$ cat src/hdl/cso_pkg.sv
// ----------------------------------------------------------------------------
// cso_pkg: shared types and constants for the RGB555 scan-out block
// Holds the screen geometry, cursor geometry, the queue entry layout and the
// channel widening function used by the front and back parts.
// ----------------------------------------------------------------------------
`timescale 1ns / 1ps
`default_nettype none

package cso_pkg;

  // Screen geometry.
  localparam int LINE_PIXELS = 640;
  localparam int FRAME_LINES = 480;
  localparam int COL_W       = $clog2(LINE_PIXELS);
  localparam int ROW_W       = $clog2(FRAME_LINES);

  // Cursor geometry and position registers.
  localparam int CURSOR_SIDE = 32;
  localparam int CUR_W       = $clog2(CURSOR_SIDE);
  localparam int ADDR_W      = 2 * CUR_W;
  localparam int RAM_DEPTH   = CURSOR_SIDE * CURSOR_SIDE;
  localparam int POS_W       = 12;

  // Pixel and cursor entry layout.
  localparam int CHAN_W      = 5;
  localparam int OUT_CHAN_W  = 8;
  localparam int COLOR_W     = 3 * CHAN_W;
  localparam int WORD_W      = 16;
  localparam int OPAQUE_BIT  = 15;

  // Stream widths.
  localparam int S_TDATA_W   = 48;
  localparam int M_TDATA_W   = 24;

  // Configuration port.
  localparam int CFG_INDEX_W = 2;
  localparam logic [CFG_INDEX_W-1:0] REG_CURSOR_COL = 2'd0;
  localparam logic [CFG_INDEX_W-1:0] REG_CURSOR_ROW = 2'd1;

  // Command queue between front and back.
  localparam int Q_DEPTH     = 4;
  localparam int Q_PTR_W     = $clog2(Q_DEPTH);
  localparam int Q_CNT_W     = $clog2(Q_DEPTH + 1);

  // Item kinds.
  typedef enum logic {
    OP_PIXEL     = 1'b0,
    OP_CURSOR_WR = 1'b1
  } op_e;

  // One queued command: a pixel to draw or a cursor RAM write.
  typedef struct packed {
    op_e                op;
    logic [COLOR_W-1:0] pixel;
    logic [ADDR_W-1:0]  addr;
    logic               hit;
    logic               line_end;
    logic               frame_end;
    logic [WORD_W-1:0]  wdata;
  } cmd_t;

  // Widen a 5-bit channel to 8 bits by repeating its top bits.
  function automatic logic [OUT_CHAN_W-1:0] widen5(input logic [CHAN_W-1:0] c);
    widen5 = {c, c[CHAN_W-1:CHAN_W-(OUT_CHAN_W-CHAN_W)]};
  endfunction

endpackage

`default_nettype wire

$ cat src/hdl/cso_cmd_queue.sv
// ----------------------------------------------------------------------------
// cso_cmd_queue: short command queue between front and back
// A small register FIFO that lets the front keep taking items while the
// back part waits on the output side.
// ----------------------------------------------------------------------------
`timescale 1ns / 1ps
`default_nettype none

module cso_cmd_queue (
  input  wire                          clk,
  input  wire                          rst,
  input  wire                          push,
  input  wire cso_pkg::cmd_t           push_cmd,
  output logic                         full,
  input  wire                          pop,
  output logic                         head_valid,
  output cso_pkg::cmd_t                head_cmd
);

  cso_pkg::cmd_t               entries [cso_pkg::Q_DEPTH];
  logic [cso_pkg::Q_PTR_W-1:0] wr_ptr;
  logic [cso_pkg::Q_PTR_W-1:0] rd_ptr;
  logic [cso_pkg::Q_CNT_W-1:0] count;

  assign full       = count == cso_pkg::Q_CNT_W'(cso_pkg::Q_DEPTH);
  assign head_valid = count != '0;
  assign head_cmd   = entries[rd_ptr];

  // Entry storage.
  always_ff @(posedge clk) begin
    if (push) begin
      entries[wr_ptr] <= push_cmd;
    end
  end

  // Pointers and fill count.
  always_ff @(posedge clk) begin
    if (rst) begin
      wr_ptr <= '0;
      rd_ptr <= '0;
      count  <= '0;
    end else begin
      if (push) begin
        wr_ptr <= wr_ptr + 1'b1;
      end
      if (pop) begin
        rd_ptr <= rd_ptr + 1'b1;
      end
      if (push && !pop) begin
        count <= count + 1'b1;
      end else if (pop && !push) begin
        count <= count - 1'b1;
      end
    end
  end

  a_no_overflow: assert property (@(posedge clk) disable iff (rst)
    full |-> !push || pop)
    else $error("push into full queue");

  a_no_underflow: assert property (@(posedge clk) disable iff (rst)
    pop |-> head_valid)
    else $error("pop from empty queue");

  a_count_range: assert property (@(posedge clk) disable iff (rst)
    count <= cso_pkg::Q_CNT_W'(cso_pkg::Q_DEPTH))
    else $error("queue count out of range");

endmodule

`default_nettype wire

$ cat config.mk
export PLATFORM = sky130hd
export DESIGN_NAME = cso_cmd_queue
export DESIGN_NICKNAME = d
export VERILOG_FILES = /design/src/hdl/cso_pkg.sv /design/src/hdl/cso_cmd_queue.sv
export SDC_FILE = /design/constraint.sdc
export NUM_CORES = 1
export LEC_CHECK = 0
export ABC_AREA = 0
export BUFFER_PORTS_ARGS = -buffer_cell sky130_fd_sc_hd__clkbuf_2
export CAP_MARGIN = 40
export CORE_MARGIN = 4
export CORE_UTILIZATION = 40
export DETAILED_ROUTE_END_ITERATION = 8
export GPL_ROUTABILITY_DRIVEN = 1
export HOLD_SLACK_MARGIN = 0.08
export SETUP_SLACK_MARGIN = 0.15
export SYNTH_ARGS = -nofsm -noshare
export SYNTH_HDL_FRONTEND = slang
export SYNTH_SLANG_ARGS = --single-unit
$ cat constraint.sdc
create_clock -name clk -period 2.5 [get_ports clk]
set_clock_uncertainty 0.15 [all_clocks]
set_input_delay 0.125 -clock clk [delete_from_list [all_inputs] [get_ports clk]]
set_output_delay 0.125 -clock clk [all_outputs]
set_load 0.02 [all_outputs]
==> results <==
- The via count of the first global-routing pass was roughly 3.5k.
- The first TritonRoute pass finished after 5 iterations.
- The number of max-cap violations is 0.
- The first global-routing pass estimated 19700 µm of wire.
- The element type at the critical path end is a primary output.
- The TritonCTS clock tree is yes.
- After routing, the total negative slack on setup checks comes to 0 ns.
- Sorting the synthesized cells by area gives the leading types as edfxtp_1 77%, mux4_2 13%, dfxtp_1 2.6%, mux4_1 1.9%, buf_12 1.1%.
- During I/O placement, the number of pins put on the boundary was 96.
- In this run the vertical extent of the chip is 140 µm.
- Setup repair after global routing left no endpoint under its margin.
- From synthesis to final layout, the design area changed by 27.0%.
- The count of buffers from port buffering is 95.
- The weighted congestion at the end of routability-driven global placement is around 0.64.
- The largest single stage delay on the critical path is 0.65 ns.
- The leading area contributor after synthesis is edfxtp_1.
- The later pin in the worst-skew pair is clocked with a latency of 0.42 ns.
- The power density over the cells is about 790 nW/µm².
- The number of filler cells placed in the layout is 1448.
- The global router's overall resource usage is 13.6%.
- The transition time at the pin with the least slew margin is 0.501 ns.
- The synthesized area per cell is 25.0 µm².
- Across all setup checks in the final design, the least slack found is 0.373 ns.
- The die footprint is 19600 µm².
- The slowest stage of the critical path is the dfxtp_2 cell.
- The pre-CTS setup slack is 0.609 ns.
- Together, buffers and inverters on the worst path number 2.
- The floorplan has 48 rows.
- The half-perimeter wire length after placement is 7520 µm.
- The post-route fraction of the period consumed by the critical path is 85.1%.
- The busiest layer in global routing is met2.
- The number of nets produced by synthesis is 334.
- Headroom to the max-slew limit came out at 66.6%.
- The count of unresolved DRC violations after routing is 0.
- The count of nets after finishing is 500.
- STA puts the critical path data required time at 2.23 ns.
- The Yosys step of the flow raised 0 warnings.
- Once layout is done, the placed cells without fillers occupy 8870 µm².
- The placed cell area is 7790 µm².
- The kind of cell with the highest combined delay along the critical path is flip-flops.
- Global routing used 22.1% of the available met2 tracks.
- The number of max-slew violations in the final report is 0.
- The portion of synthesized cell area occupied by the leading cell type is 77.4%.
- The number of cells upsized or downsized after cts is 0.
- The number of antenna violations at the first check in global routing is 0.
- Sequential elements use 80.0% of the synthesized area.
- After synthesis the netlist holds a flip-flop and latch count of 189.
- The post-route antenna net violation count is 0.
- The run finished with clean final reports.
- In the global route stage, met3 resource usage came out at 4.10%.
- The wire length reported by the detailed router is 12400 µm.
- The power consumption is 7.04 mW.
- The deepest level of the CTS H-tree is 4.
- After synthesis the cells add up to 6980 µm².
- The average vias per placed instance is 4.90.
- Entering global routing, the biggest net connects 46 pins.
- After clock tree synthesis, the clock-pin slew on the worst setup and hold paths is ~0.070 ns.
- Of all nets on the critical path, the largest fanout is 20.
- The initial core utilization is 40.7%.
- In this run the static leakage power is slightly above 3 nW.
- The cell count after synthesis is 279.
- Global routing used between 15 and 20% of the available met1 tracks.
- The hold violation count in the final report is 0.
- The worst min-delay path class is primary input to flip-flop.
- Clock tree synthesis inserted a total of 17 buffers.
- The die boundary width is about 140 µm.
- For this block, the via count after detailed routing is ~3.3k.
- The critical path goes through buf_12 > mux4_2 > clkbuf_2.
- Summed over all layers, the global routing overflow is 0.
- The first routing iteration left 186 violations.
- Timing would allow up to 0.470 GHz.
- The type of the worst setup path is flip-flop to primary output.
- Cells with a size suffix above 1 make up 40.6% of the layout.
- After floorplanning, the core was sized to cover around 17000 µm².
- For this design, the sink count on the clock tree is 189.
- The count of unique library cells instantiated by Yosys is 22.
- The maximum buffer depth of the clock tree is 2.
- The number of diodes is 0.
- The setup-violating endpoint count in the final report is 0.
- The cell at the root of the clock tree is clkbuf_16.
- The arrival time reported for the critical path endpoint is 1.85 ns.
- Cells fill between 50% and 60% of the core in the end.
- The worst-case vdd ir drop is 488 µV.
- The final critical-path required period is between 2 and 2.5 ns.
- The routed length per placed instance is 18.2 µm.
- The category of the worst setup path launch point is a flip-flop.
[stage by stage]
stage | hold slack, ns | cells
2_1_floorplan | 0.0739 | 279
3_3_place_gp | 0.189 | 599
3_5_place_dp | 0.196 | 599
4_1_cts | 0.286 | 683
5_1_grt | 0.294 | 683
6_report | 0.303 | 683
[cell usage after synthesis]
master	number
mux4_2	40
or3_1	2
clkbuf_1	1
buf_2	4
nor3b_1	1
buf_6	1
mux2i_1	2
clkbuf_2	1
xor2_1	3
dfxtp_1	9
o21ai_0	1
mux4_1	5
xnor2_1	2
fa_1	1
nor2_1	7
nand2_1	1
and2_1	4
a21oi_1	1
ha_1	5
buf_12	4
edfxtp_1	180
inv_1	4
[cells by family after synthesis]
logic type | count (synthesis) | synth area share (%)
buf+inv | 15 | 1.93
compound gates | 2 | 0.143
xor+xnor | 5 | 0.627
simple gates | 15 | 1.07
mux | 47 | 15.1
fa+ha+maj | 6 | 1.18
flops | 189 | 80.0
[final timing paths]
kind | start | to | slack, ns | cells past startpoint
setup / recovery | flip-flop | head_cmd[30] | 0.37 | 3
hold / removal | push_cmd[34] | entries[1][34]$_DFFE_PP_ | 0.30 | 2
setup reg to reg | wr_ptr[0]$_SDFFE_PP0P_ | entries[3][17]$_DFFE_PP_ | 0.75 | 3
hold reg to reg | count[2]$_SDFFE_PP0P_ | count[2]$_SDFFE_PP0P_ | 0.38 | 2
[power breakdown]
part / internal, mW / switching (mW)
logic: 0.386 / 0.460
registers: 3.63 / 0.0541
clock network: 1.39 / 1.12
[per-layer routing]
metal	wire length [µm]	vias to the layer above
li1	-	1513
met1	5450	1743
met2	6250	80
met3	559	12
met4	162	0
met5	0	-
[repair_timing]
item | CTS | global route
endpoints found under the hold margin | 189 | 0
hold buffers | 49 | 0
endpoints found under the setup margin | 1 | 0
setup buffers | 3 | 0
[layout make-up]
| cell class | count | area (µm²) | area share, % |
|---|---|---|---|
| clock buffers | 21 | 482 | 5.43 |
| multi-input cells | 75 | 1270 | 14.3 |
| repair buffers | 158 | 1150 | 12.9 |
| flip-flops and latches | 189 | 5590 | 63.0 |
| inverters | 4 | 15.0 | 0.169 |
| well taps | 225 | 282 | 3.17 |
| clock inverters | 11 | 85.1 | 0.959 |
[state kept, by name, indices dropped and copies added, names as in the netlist, named ones only]
signal,cells
entries,180
count,3
wr_ptr,2
rd_ptr,2
[cell usage in the layout (no fill, tap or decap), types with 4 or more instances in the layout]
cell type	instances
and2_2	4
buf_12	6
buf_4	8
clkbuf_16	18
clkbuf_2	95
clkinv_4	4
dfxtp_1	7
dlygate4sd3_1	49
edfxtp_1	180
ha_1	5
inv_1	4
mux4_1	5
mux4_2	40
nor2_1	7
No activity file was read; power rests on OpenSTA's default activity.
