==> src/hdl/cso_pkg.sv <==
// ----------------------------------------------------------------------------
// cso_pkg: shared types and constants for the RGB555 scan-out block
// Holds the screen geometry, cursor geometry, the queue entry layout and the
// channel widening function used by the front and back parts.
// ----------------------------------------------------------------------------
`timescale 1ns / 1ps
`default_nettype none

package cso_pkg;

  // Screen geometry.
  localparam int LINE_PIXELS = 640;
  localparam int FRAME_LINES = 480;
  localparam int COL_W       = $clog2(LINE_PIXELS);
  localparam int ROW_W       = $clog2(FRAME_LINES);

  // Cursor geometry and position registers.
  localparam int CURSOR_SIDE = 32;
  localparam int CUR_W       = $clog2(CURSOR_SIDE);
  localparam int ADDR_W      = 2 * CUR_W;
  localparam int RAM_DEPTH   = CURSOR_SIDE * CURSOR_SIDE;
  localparam int POS_W       = 12;

  // Pixel and cursor entry layout.
  localparam int CHAN_W      = 5;
  localparam int OUT_CHAN_W  = 8;
  localparam int COLOR_W     = 3 * CHAN_W;
  localparam int WORD_W      = 16;
  localparam int OPAQUE_BIT  = 15;

  // Stream widths.
  localparam int S_TDATA_W   = 48;
  localparam int M_TDATA_W   = 24;

  // Configuration port.
  localparam int CFG_INDEX_W = 2;
  localparam logic [CFG_INDEX_W-1:0] REG_CURSOR_COL = 2'd0;
  localparam logic [CFG_INDEX_W-1:0] REG_CURSOR_ROW = 2'd1;

  // Command queue between front and back.
  localparam int Q_DEPTH     = 4;
  localparam int Q_PTR_W     = $clog2(Q_DEPTH);
  localparam int Q_CNT_W     = $clog2(Q_DEPTH + 1);

  // Item kinds.
  typedef enum logic {
    OP_PIXEL     = 1'b0,
    OP_CURSOR_WR = 1'b1
  } op_e;

  // One queued command: a pixel to draw or a cursor RAM write.
  typedef struct packed {
    op_e                op;
    logic [COLOR_W-1:0] pixel;
    logic [ADDR_W-1:0]  addr;
    logic               hit;
    logic               line_end;
    logic               frame_end;
    logic [WORD_W-1:0]  wdata;
  } cmd_t;

  // Widen a 5-bit channel to 8 bits by repeating its top bits.
  function automatic logic [OUT_CHAN_W-1:0] widen5(input logic [CHAN_W-1:0] c);
    widen5 = {c, c[CHAN_W-1:CHAN_W-(OUT_CHAN_W-CHAN_W)]};
  endfunction

endpackage

`default_nettype wire

==> src/hdl/cso_front.sv <==
// ----------------------------------------------------------------------------
// cso_front: item classification and raster position tracking
// Keeps the column and row counters and the cursor position registers, and
// turns each accepted item into a queue command with its cursor RAM address.
// ----------------------------------------------------------------------------
`timescale 1ns / 1ps
`default_nettype none

module cso_front (
  input  wire                                 clk,
  input  wire                                 rst,
  input  wire                                 accept,
  input  wire cso_pkg::op_e                   opcode,
  input  wire [cso_pkg::WORD_W-1:0]           pixel_word,
  input  wire [cso_pkg::ADDR_W-1:0]           cursor_index,
  input  wire [cso_pkg::WORD_W-1:0]           cursor_data,
  input  wire                                 cfg_valid,
  input  wire [cso_pkg::CFG_INDEX_W-1:0]      cfg_index,
  input  wire [cso_pkg::POS_W-1:0]            cfg_data,
  output logic                                push,
  output cso_pkg::cmd_t                       cmd
);

  logic [cso_pkg::COL_W-1:0] column_count;
  logic [cso_pkg::ROW_W-1:0] row_count;
  logic [cso_pkg::POS_W-1:0] cursor_col;
  logic [cso_pkg::POS_W-1:0] cursor_row;
  logic [cso_pkg::POS_W-1:0] dx;
  logic [cso_pkg::POS_W-1:0] dy;
  logic                      last_col;
  logic                      last_row;
  logic                      pixel_xfer;

  // Offsets from the cursor corner wrap at the position register width.
  assign dx       = cso_pkg::POS_W'(column_count) - cursor_col;
  assign dy       = cso_pkg::POS_W'(row_count) - cursor_row;
  assign last_col = column_count >= cso_pkg::COL_W'(cso_pkg::LINE_PIXELS - 1);
  assign last_row = row_count >= cso_pkg::ROW_W'(cso_pkg::FRAME_LINES - 1);

  assign pixel_xfer = accept && (opcode == cso_pkg::OP_PIXEL);

  // Build the queue command for this transfer.
  always_comb begin
    push          = accept;
    cmd.op        = opcode;
    cmd.pixel     = pixel_word[cso_pkg::COLOR_W-1:0];
    cmd.wdata     = cursor_data;
    cmd.line_end  = last_col;
    cmd.frame_end = last_col && last_row;
    cmd.hit       = (dx < cso_pkg::POS_W'(cso_pkg::CURSOR_SIDE)) &&
                    (dy < cso_pkg::POS_W'(cso_pkg::CURSOR_SIDE));
    if (opcode == cso_pkg::OP_CURSOR_WR) begin
      cmd.addr = cursor_index;
    end else begin
      cmd.addr = {dy[cso_pkg::CUR_W-1:0], dx[cso_pkg::CUR_W-1:0]};
    end
  end

  // Raster counters advance on each pixel transfer.
  always_ff @(posedge clk) begin
    if (rst) begin
      column_count <= '0;
      row_count    <= '0;
    end else if (pixel_xfer) begin
      if (last_col) begin
        column_count <= '0;
        row_count    <= last_row ? '0 : row_count + 1'b1;
      end else begin
        column_count <= column_count + 1'b1;
      end
    end
  end

  // Cursor position registers; unknown indexes are ignored.
  always_ff @(posedge clk) begin
    if (rst) begin
      cursor_col <= '0;
      cursor_row <= '0;
    end else if (cfg_valid) begin
      if (cfg_index == cso_pkg::REG_CURSOR_COL) begin
        cursor_col <= cfg_data;
      end
      if (cfg_index == cso_pkg::REG_CURSOR_ROW) begin
        cursor_row <= cfg_data;
      end
    end
  end

  // The counters stay inside the screen.
  a_col_range: assert property (@(posedge clk) disable iff (rst)
    column_count < cso_pkg::COL_W'(cso_pkg::LINE_PIXELS))
    else $error("column counter out of range");

  a_row_range: assert property (@(posedge clk) disable iff (rst)
    row_count < cso_pkg::ROW_W'(cso_pkg::FRAME_LINES))
    else $error("row counter out of range");

  // A frame end is always also a line end.
  a_frame_line: assert property (@(posedge clk) disable iff (rst)
    push |-> (!cmd.frame_end || cmd.line_end))
    else $error("frame end without line end");

endmodule

`default_nettype wire

==> config.mk <==
export PLATFORM = sky130hd
export DESIGN_NAME = cso_front
export DESIGN_NICKNAME = d
export VERILOG_FILES = /design/src/hdl/cso_pkg.sv /design/src/hdl/cso_front.sv
export SDC_FILE = /design/constraint.sdc
export NUM_CORES = 1
export LEC_CHECK = 0
export ABC_AREA = 1
export BUFFER_PORTS_ARGS = -buffer_cell sky130_fd_sc_hd__buf_2
export CAP_MARGIN = 20
export CORE_ASPECT_RATIO = 0.8
export CORE_MARGIN = 2
export CORE_UTILIZATION = 50
export CTS_BUF_LIST = sky130_fd_sc_hd__clkbuf_4 sky130_fd_sc_hd__clkbuf_8
export DETAILED_ROUTE_END_ITERATION = 8
export GPL_TIMING_DRIVEN = 0
export PLACE_DENSITY_LB_ADDON = 0.05
export SYNTH_ARGS = -nofsm -noshare
export SYNTH_HDL_FRONTEND = slang
export SYNTH_SLANG_ARGS = --single-unit
==> constraint.sdc <==
create_clock -name clk -period 3.3 [get_ports clk]
set_input_delay 0 -clock clk [delete_from_list [all_inputs] [get_ports clk]]
set_output_delay 0 -clock clk [all_outputs]
set_load 0.01 [all_outputs]
==> metrics.txt <==
status=completed; Distinct cells, synth=40; Routed WL=8.835 mm; largest net degree at the start of global routing=13; Die Y=77.54 µm; measured slew at the worst slew-check pin=520.3 ps; switch share=32.09%; worst-path cell chain=inv_1 -> ha_1 -> fa_1 -> inv_1 -> nand2_1 -> nand2_1 -> and2_1 -> nand2_1 -> nand3_1 -> nand4_1 -> nor2_1 -> nand2_1 -> nor2_1 -> buf_2; via count=3,465; Placed Area=0.003850 mm²; data arrival time of the critical path=2590 ps; Leak=2.093 nW; clk buf depth=2; RD Place Congestion=0.8747; antenna violations before repair=0; Startpoint Class=register; worst reg2reg path depth=8; worst slack, placed=1082 ps; Total GRT Usage=23.92%; CTS Buf Count=5; worst rel slew slack=65.31%; CP endpoint kind=output pin; area of the core=0.006474 mm²; DR WL/cell=12.75 µm; drt initial violations=160; number of diodes=0; clock skew=13.47 ps; Clk network pwr share=28.1%; HP Class=input port to register; worst setup margin=713.6 ps; FF+latch count, synth=43; clk_lat worst skew=300 ps; Routed Antenna Nets=0; Max-cap violations=0; clk slew on worst S/H paths=80 ps; final period utilization=78.38%; Post-Synthesis Cells=522; GRT overflow=0; Slowest cell on crit path=fa_1; fin area=0.003999 mm²; internal power=0.8500 mW; sw power=0.4016 mW; final setup violation count=0; Layout area overhead=18.33%; Mapped Avg Cell Area=6.474 µm²; Post-Syn Area=0.003379 mm²; Port Buffers=73; Max Slew Vio Count=0; Comb power frac=28.5%; Hold Path Depth=3; Initial Util=52.20%; row cnt=26; vias per inst=5.000; CP peak stage delay=400 ps; endpoints failing hold=0; CP Data Required Time=3300 ps; crit path kind=register to output pin; clk root buf=clkbuf_8; IO Pins=107; Detailed Place HPWL=7.271 mm; sequential share of the synthesized area=25.47%; post-CTS sizing=0; first-pass iteration count of the detailed router=4; RSZ-0062 raised after global routing=no; first-pass GRT wire length=13.89 mm; synth warn=0; setup TNS=0 ps; cell area power density=313.0 mW/mm²; Max VDD drop=250.6 µV; Die ar.=0.007437 mm²; syn nets=606; Reg power frac=43.3%; fmax=0.3866 GHz; CTS sink count=43; # DRC=0; CP max FO=3; Final Power=1.252 mW; Chip Width=95.92 µm; H-tree depth=2; Layout Nets=692; fraction of layout cells with a size suffix above 1=22.33%; post-layout min period=2586 ps; CTS tree=built; vias in the first global route=2,945; CP most frequent cell=nand2_1
-- kinds of logic (layout without fill, tap and decap cells) --
group / after synthesis / count (layout) / synth area share [%]
DFF: 43 / 43 / 25.47
xor gates and xnor gates: 8 / 8 / 2.073
and+or+nand+nor: 242 / 242 / 32.43
adders and majority gates: 23 / 23 / 8.960
AOI/OAI and AO/OA: 87 / 87 / 13.62
buffers and inverters: 119 / 206 / 17.44
-- layout by cell type, fill, tap and decap left out, drive strengths merged --
master       netlist  routed
o31ai              1       1
o21bai             2       2
nor2              47      47
nand4             13      13
nand3b             6       6
a21oi             40      40
a211oi             1       1
and2               2       2
nor3b              1       1
nor3               4       4
o21ai             39      39
nand3             22      22
xor2               6       6
inv               75      75
clkinv             1       2
clkbuf             7      14
a31oi              2       2
nand2            143     143
dlygate4sd3        0       6
a21o               1       1
buf               36     109
dfxtp             43      43
or2                3       3
fa                 2       2
a21boi             1       1
ha                21      21
nor4               1       1
xnor2              2       2
-- layer usage --
layer	GRT usage, %	share of wire [%]	vias to the layer above
li1	-	-	1809
met1	34.76	49	1519
met2	37.76	42	132
met3	3.398	8.1	5
met4	4.714	0.67	0
met5	0	0	-
-- per-stage QoR --
step	util, %	hold WS [ps]	instances
after global placement	59.47	184.9	679
after detailed placement	59.47	184.7	679
after global routing	61.77	30.39	693
final	61.77	6.402	693
after CTS	61.77	2.847	693
after floorplan	-	69.07	522
-- power by group through the flow --
stage | sequential (mW) | combinational [mW] | clock [mW]
floorplan | 0.553 | 0.243 | 0
global placement | 0.554 | 0.342 | 0
detailed placement | 0.554 | 0.348 | 0
CTS | 0.542 | 0.355 | 0.365
global route | 0.544 | 0.401 | 0.382
finish | 0.542 | 0.357 | 0.352
-- worst paths after layout --
path / startpoint / to / slack, ps
worst min-delay path: cfg_data[8] / cursor_col[8]$_SDFFE_PP0P_ / 6
worst max-delay path: column_count[0]$_SDFFE_PP0P_ / cmd[18] / 710
worst min register to register: cursor_col[4]$_SDFFE_PP0P_ / cursor_col[4]$_SDFFE_PP0P_ / 460
worst max register to register: row_count[1]$_SDFFE_PP0P_ / row_count[0]$_SDFFE_PP0P_ / 1490
-- cells in the mapped netlist, drive strengths merged --
cell    count  share of area [%]
and2        2               0.37
inv        75                8.3
nand3      22                3.4
nor3        4                1.1
buf        36                8.2
xnor2       2               0.52
nand3b      6                1.3
o21bai      2               0.44
nor2       47                5.5
clkinv      1               0.11
a21boi      1               0.22
fa          2                1.2
dfxtp      43                 25
xor2        6                1.6
ha         21                7.8
a21oi      40                5.9
nor4        1               0.63
clkbuf      7               0.78
or2         3               0.56
o21ai      39                6.0
o31ai       1               0.22
a21o        1               0.22
nor3b       1               0.22
a211oi      1               0.22
nand4      13                2.9
nand2     143                 16
a31oi       2               0.37
-- state kept, by name, indices dropped and copies added, names as in the netlist --
name and cells:
column_count 10, cursor_row 12, row_count 9, cursor_col 12
-- cell type report --
cell class / instances / area, µm²
plain buffers: 43 / 304.0
clock buffers: 7 / 83.83
clock inverters: 1 / 5.005
fillers: 650 / 2475
inverters: 76 / 285.3
multi-input cells: 360 / 1929
flip-flops and latches: 43 / 860.8
well taps: 84 / 105.1
repair buffers: 79 / 425.4
-- timing repair --
item	CTS	global route
hold endpoints to repair	11	0
buffers inserted	0	0
hold buffers	6	0
-- critical path, delay by kind of cell (launching register included) --
kind,cells,cell delay [ps]
flip-flops,1,360
AND/OR/NAND/NOR,9,920
adder cells (fa/ha/maj),2,650
buffers and inverters,3,370
Note: power is estimated with default switching activity, not from simulation.
